## config.mk

```make
export PLATFORM = sky130hd
export DESIGN_NAME = fct_plane
export DESIGN_NICKNAME = d
export VERILOG_FILES = /design/src/sv/fct_pkg.sv /design/src/sv/fct_plane.sv
export SDC_FILE = /design/constraint.sdc
export NUM_CORES = 2
export LEC_CHECK = 0
export ABC_CLOCK_PERIOD_IN_PS = 17100
export BUFFER_PORTS_ARGS = -buffer_cell sky130_fd_sc_hd__buf_2
export CORE_MARGIN = 8
export CORE_UTILIZATION = 58
export DETAILED_ROUTE_END_ITERATION = 16
export GPL_ROUTABILITY_DRIVEN = 0
export GPL_TIMING_DRIVEN = 0
export PLACE_DENSITY = 0.86
export SLEW_MARGIN = 20
export SYNTH_ARGS = -nofsm -noshare
export SYNTH_HDL_FRONTEND = slang
export SYNTH_SLANG_ARGS = --single-unit
export TNS_END_PERCENT = 1
```

## constraint.sdc

```tcl
create_clock -name aclk -period 17.1 [get_ports aclk]
set_input_delay 2.565 -clock aclk [delete_from_list [all_inputs] [get_ports aclk]]
set_output_delay 2.565 -clock aclk [all_outputs]
set_load 0.02 [all_outputs]
```

## src/sv/fct_pkg.sv

```systemverilog
// shared constants and types for the frustum cull test block
`default_nettype none

package fct_pkg;

    localparam int PLANE_COUNT    = 6;
    localparam int NUM_PLANE_REGS = 6;
    localparam int TEST_PLANES    = (PLANE_COUNT < NUM_PLANE_REGS) ? PLANE_COUNT
                                                                   : NUM_PLANE_REGS;
    localparam int CFG_IDX_W      = $clog2(NUM_PLANE_REGS);
    localparam int NORMAL_SHIFT   = 14;
    localparam int COORD_W        = 16;
    localparam int RADIUS_W       = 15;
    localparam int PROD_W         = 2 * COORD_W;
    localparam int TERM_W         = COORD_W + 1 + NORMAL_SHIFT;
    localparam int SUM_W          = PROD_W + 2;

    localparam logic OP_SPHERE = 1'b0;
    localparam logic OP_BOX    = 1'b1;

    typedef logic signed [COORD_W-1:0] coord_t;

    typedef struct packed {
        logic                op;
        coord_t [2:0]        first_c;
        coord_t [2:0]        second_c;
        logic [RADIUS_W-1:0] radius;
    } item_t;

    typedef struct packed {
        logic en2;
        logic en3;
    } pipe_en_t;

endpackage

`default_nettype wire

```

## src/sv/fct_plane.sv

```systemverilog
// one plane of the cull test: corner select, products, distance compare
`default_nettype none

module fct_plane
    import fct_pkg::*;
(
    input  wire logic        aclk,
    input  wire logic [63:0] plane,
    input  wire item_t       item,
    input  wire pipe_en_t    pipe_en,
    output logic             reject
);

    coord_t                      normal [3];
    coord_t                      w_off;
    coord_t                      corner [3];
    logic signed [PROD_W-1:0]    prod_next [3];
    logic signed [PROD_W-1:0]    prod_reg [3];
    logic signed [COORD_W:0]     wr_sum;
    logic signed [TERM_W-1:0]    term_next;
    logic signed [TERM_W-1:0]    term_reg;
    logic                        op_reg;
    logic signed [SUM_W-1:0]     dist_sum;
    logic                        reject_next;
    logic                        reject_reg;

    always_comb begin
        normal[0] = coord_t'(plane[15:0]);
        normal[1] = coord_t'(plane[31:16]);
        normal[2] = coord_t'(plane[47:32]);
        w_off     = coord_t'(plane[63:48]);
        for (int i = 0; i < 3; i++) begin
            // box: furthest corner along the normal; sphere: the center
            if (item.op == OP_BOX && !normal[i][COORD_W-1]) begin
                corner[i] = item.second_c[i];
            end else begin
                corner[i] = item.first_c[i];
            end
            prod_next[i] = PROD_W'(normal[i]) * PROD_W'(corner[i]);
        end
        // sphere folds the radius into the offset so both tests compare with zero
        wr_sum = (COORD_W+1)'(w_off);
        if (item.op == OP_SPHERE) begin
            wr_sum = wr_sum + $signed({2'b00, item.radius});
        end
        term_next = {wr_sum, {NORMAL_SHIFT{1'b0}}};
    end

    always_ff @(posedge aclk) begin
        if (pipe_en.en2) begin
            prod_reg <= prod_next;
            term_reg <= term_next;
            op_reg   <= item.op;
        end
    end

    always_comb begin
        dist_sum = SUM_W'(prod_reg[0]) + SUM_W'(prod_reg[1]) + SUM_W'(prod_reg[2])
                 + SUM_W'(term_reg);
        if (op_reg == OP_BOX) begin
            reject_next = dist_sum[SUM_W-1];
        end else begin
            reject_next = dist_sum[SUM_W-1] || (dist_sum == '0);
        end
    end

    always_ff @(posedge aclk) begin
        if (pipe_en.en3) begin
            reject_reg <= reject_next;
        end
    end

    assign reject = reject_reg;

endmodule

`default_nettype wire

```

* After elaboration in Yosys (flattened, before gate mapping) *
Cells that the tools add are included.

word-level totals
  register bits = 115
  input bits = 179
  output and inout bits = 1
  word-level logic and storage cells = 26

cells by class
  $add $sub $neg = 4
  $mul = 3
  mux-type cells = 5
  reduce and logical (&&, ||, !) cells = 8

operators with widths
  cell                                            count
  16-bit by 16-bit multiplier with 32-bit output  3
  16-bit two-way mux                              3
  33-bit by 32-bit adder with 34-bit output       1
  34-bit by 31-bit adder with 34-bit output       1
  34-bit zero test                                1
  32-bit by 32-bit adder with 33-bit output       1
  16-bit by 16-bit adder with 17-bit output       1
  17-bit two-way mux                              1
  1-bit logical AND                               3
  1-bit zero test                                 3
  1-bit logical OR                                1
  1-bit two-way mux                               1

* Longest topological paths before layout *
  word-level depth = 6
  mapped depth = 28
  mapped depth without buffers = 25

* Worst setup path before layout *
Ideal clock, no wire load.

  path kind = input to register
  start point = input port plane[31]
  end point = register prod_reg[61] (netlist bit), data pin
  library setup time = 0.260 ns
  arrival = 9.487 ns
  data required time = 16.840 ns
  setup slack = 7.353 ns
  stages on the path = 25
  buffers on the path = 3
  cells stage by stage = nand2b_1 > clkbuf_1 > buf_1 > mux2i_1 > clkbuf_1 > nor2b_1 > fa_1 > inv_1 > fa_1 > fa_1 > inv_1 > fa_1 > fa_1 > inv_1 > fa_1 > inv_1 > ha_1 > a21o_1 > a221o_1 > a31o_2 > a221o_1 > a2111o_1 > a31o_2 > a21oi_1 > xnor2_1

RTL lines
  what                    line             RTL
  start: declaration      fct_plane.sv:8   input wire logic [63:0] plane,
  end signal: assignment  fct_plane.sv:51  prod_reg <= prod_next;
  end: declaration        fct_plane.sv:18  logic signed [PROD_W-1:0] prod_reg [3];

==> run_results.csv <==
group,metric,value,unit
outcome,status,"complete, no violations",
sta,rsz0062_at_grt,"no",
critical_path,crit_path_start_kind,"input pin",
critical_path,crit_type,"in -> reg",
flow_run,drv.max_cap_violation_count,0,
route,postRouteAntennaNets,0,
critical_path,arrival,11.34,ns
logic_synthesis,ys_types,64,
critical_path,endpoint_kind,"flip-flop",
logic_synthesis,synth_area,0.0371,mm^2
cts,htree_levels,4,
final_layout,layout-drive-gt1-share,6.76,%
sta,max_freq,89.4,MHz
logic_synthesis,yosysTopAreaCell,"fa_1",
cts,cts_tree,"built",
cts,ctsHoldBuffers,0,
route,drc,0,
placed_design,dp_cells,4840,
route,vias,27908,
logic_synthesis,ys_seq_area_share,9.32,%
logic_synthesis,synth_fp_nets,5137,
logic_synthesis,synth.top_cell.area_share,45.3,%
sta,slew_viol_final,0,
die,die_w,269,um
critical_path,startpoint,"item[111]",
sta,relSlewSlack,22.3,%
logic_synthesis,netlist_top_cells_count,"inv_1, fa_1, nand2_1, ha_1, nor2b_1",
logic_synthesis,synth_edf_count,115,
critical_path,critPathMaxFanout,10,
grt,grt_pass1_vias,30149,
grt,grt_max_degree,59,
final_layout,final_cell_count_no_fill,4871,
die,initial_core_util,58.7,%
logic_synthesis,ys_seq_elements,115,
final_layout,nets,5336,
sta,worst_hold_slack,1.17,ns
route,wl,94.8,mm
sta,period_share,65.4,%
die,io_pins,180,
logic_synthesis,yosys_warnings,0,
logic_synthesis,synth-main-ff-cell,"edfxtp_1",
route,drt_iter0_markers,2269,
cts,cts_buffer_depth,2,
cts,clock_latency,0.42,ns
die,core,0.0631,mm^2
logic_synthesis,yosys-top-cells-area,"fa_1, ha_1, edfxtp_1",
logic_synthesis,yosysMostFrequentCell,"inv_1",
sta,tns,0,ns
grt,grt_pass1_wl,153,mm
cts,cts_sinks,115,
route,dr.pass1.iters,6,
route,detail_route.wl_per_cell,19.5,um
route,viasPerCell,5.73,
placed_design,dp_hpwl,81.1,mm
final_layout,n_fill_cell,4881,
sta,hold_viol_final,0,
logic_synthesis,syn_inst,3814,
critical_path,critPathRequiredTime,17.25,ns
critical_path,endpoint,"prod_reg[31]",
min_path,hold_class,"reg -> reg",
grt,overflow,0,
sta,finalCriticalPeriod,11.19,ns
grt,grtUsageTotal,26.9,%
final_layout,area_growth_syn_to_layout,6.98,%
sta,setup_viol,0,
cts,root_buffer,"clkbuf_16",
sta,finClkSkew,0.00656,ns
cts,cts_buffers,17,
critical_path,regToRegSetupSlack,12.29,ns
critical_path,rr_startpoint,"prod_reg[31]",
critical_path,rr_worst_depth,12,
logic_synthesis,avgSynthCellArea,9.72,um^2
die,dieArea,0.0722,mm^2
placed_design,port_buffers,179,
die,std_cell_rows,92,
sta,worst_pin_slew,1.16,ns
cts,post_cts_buffers,0,
final_layout,largest_reg_flops,96,
die,die_y,269,um
grt,antenna_found_initial,0,
cts,ctsResizeCount,0,
final_layout,insertedDiodeCount,0,
critical_path,reg2reg_to,"reject",
cts,clk_pin_slew_worst_paths,0.06,ns
logic_synthesis,synthArstFlopShare,0,%
-- logic make-up (layout without fill, tap and decap cells) --
| logic type | Yosys count | in the layout | synth area share, % |
|---|---|---|---|
| XOR/XNOR | 124 | 124 | 2.93 |
| adder cells (fa/ha/maj) | 1144 | 1144 | 55.6 |
| multiplexers | 57 | 57 | 1.64 |
| AND/OR/NAND/NOR | 1035 | 1035 | 14.2 |
| flip-flops | 115 | 115 | 9.32 |
| buffers and inverters | 978 | 1189 | 9.91 |
| AO/OA/AOI/OAI | 361 | 361 | 6.39 |
-- metal layers --
| layer | part of all wire (%) | vias up | global-route usage (%) |
|---|---|---|---|
| li1 | - | 12045 | - |
| met1 | 36 | 13916 | 33.3 |
| met2 | 47 | 1525 | 44.4 |
| met3 | 9.4 | 422 | 5.49 |
| met4 | 6.8 | 0 | 14.9 |
| met5 | 0 | - | 0 |
-- final cells by class --
type	count	area (um^2)	area share, %
Tap cell	846	1060	2.67
Buffer	107	402	1.01
Multi-Input combinational cell	2721	29900	75.5
Timing Repair Buffer	180	930	2.35
Sequential cell	115	3450	8.71
Inverter	871	3270	8.25
Clock inverter	14	156	0.395
Clock buffer	17	425	1.07
-- through the flow --
| stage | cell area [um^2] | worst slack (ns) | util (%) |
|---|---|---|---|
| 2_1_floorplan | 37100 | 7.35 | - |
| 3_3_place_gp | 39000 | 5.75 | 61.8 |
| 3_5_place_dp | 39100 | 5.44 | 61.9 |
| 4_1_cts | 39600 | 5.90 | 62.8 |
| 5_1_grt | 39600 | 5.64 | 62.8 |
| 6_report | 39600 | 5.91 | 62.8 |
-- critical path, stage by stage --
cell and delay [ns]:
buf_2 0.38, nor2b_1 0.18, clkbuf_1 0.39, buf_1 0.50
nor2_1 0.08, a21oi_1 0.60, clkbuf_1 0.50, nand2b_1 0.21
fa_1 0.47, fa_1 0.52, inv_1 0.05, fa_1 0.49
fa_1 0.43, fa_1 0.49, inv_1 0.05, fa_1 0.48
inv_1 0.05, ha_1 0.33, or2_2 0.32, a21oi_1 0.16
a21oi_1 0.07, a2111oi_1 1.03, o41ai_2 0.33, a211o_1 0.34
a21oi_1 0.17, xnor2_1 0.13
-- cells in the final DEF, fill, tap and decap left out, types with 8 or more instances in the layout --
cell       instances
o21a_1            16
o21ai_0           75
mux2i_1           27
o31ai_1            8
and3_1            20
xnor2_1           92
o211ai_1          10
a31oi_1            8
or2_2             21
nor3_1            28
inv_1            871
nor2_1            95
or3_1              8
nand2_1          375
a21oi_1           99
clkbuf_16         17
xor2_1            32
ha_1             305
fa_1             839
and2_1           140
nand2b_1          46
nor2b_1          252
clkbuf_1         104
a21o_1            43
nand3_1           22
mux2_2            30
edfxtp_1         115
buf_2            178
o21bai_1          12
a211oi_1          19
-- worst min-delay path by stage --
stage	startpoint	to	slack (ns)	cells after the start
after detailed placement	prod_reg[95]	reject	1.10	5
after floorplan	term_reg[30]	reject	0.99	4
after global routing	prod_reg[95]	reject	1.22	5
after CTS	prod_reg[95]	reject	1.16	5
after global placement	term_reg[30]	reject	1.04	4
final	prod_reg[95]	reject	1.17	5
Power is left out: the tool's default activity adds up to more than one toggle a clock period on the data nets, which glitch-free logic cannot reach.
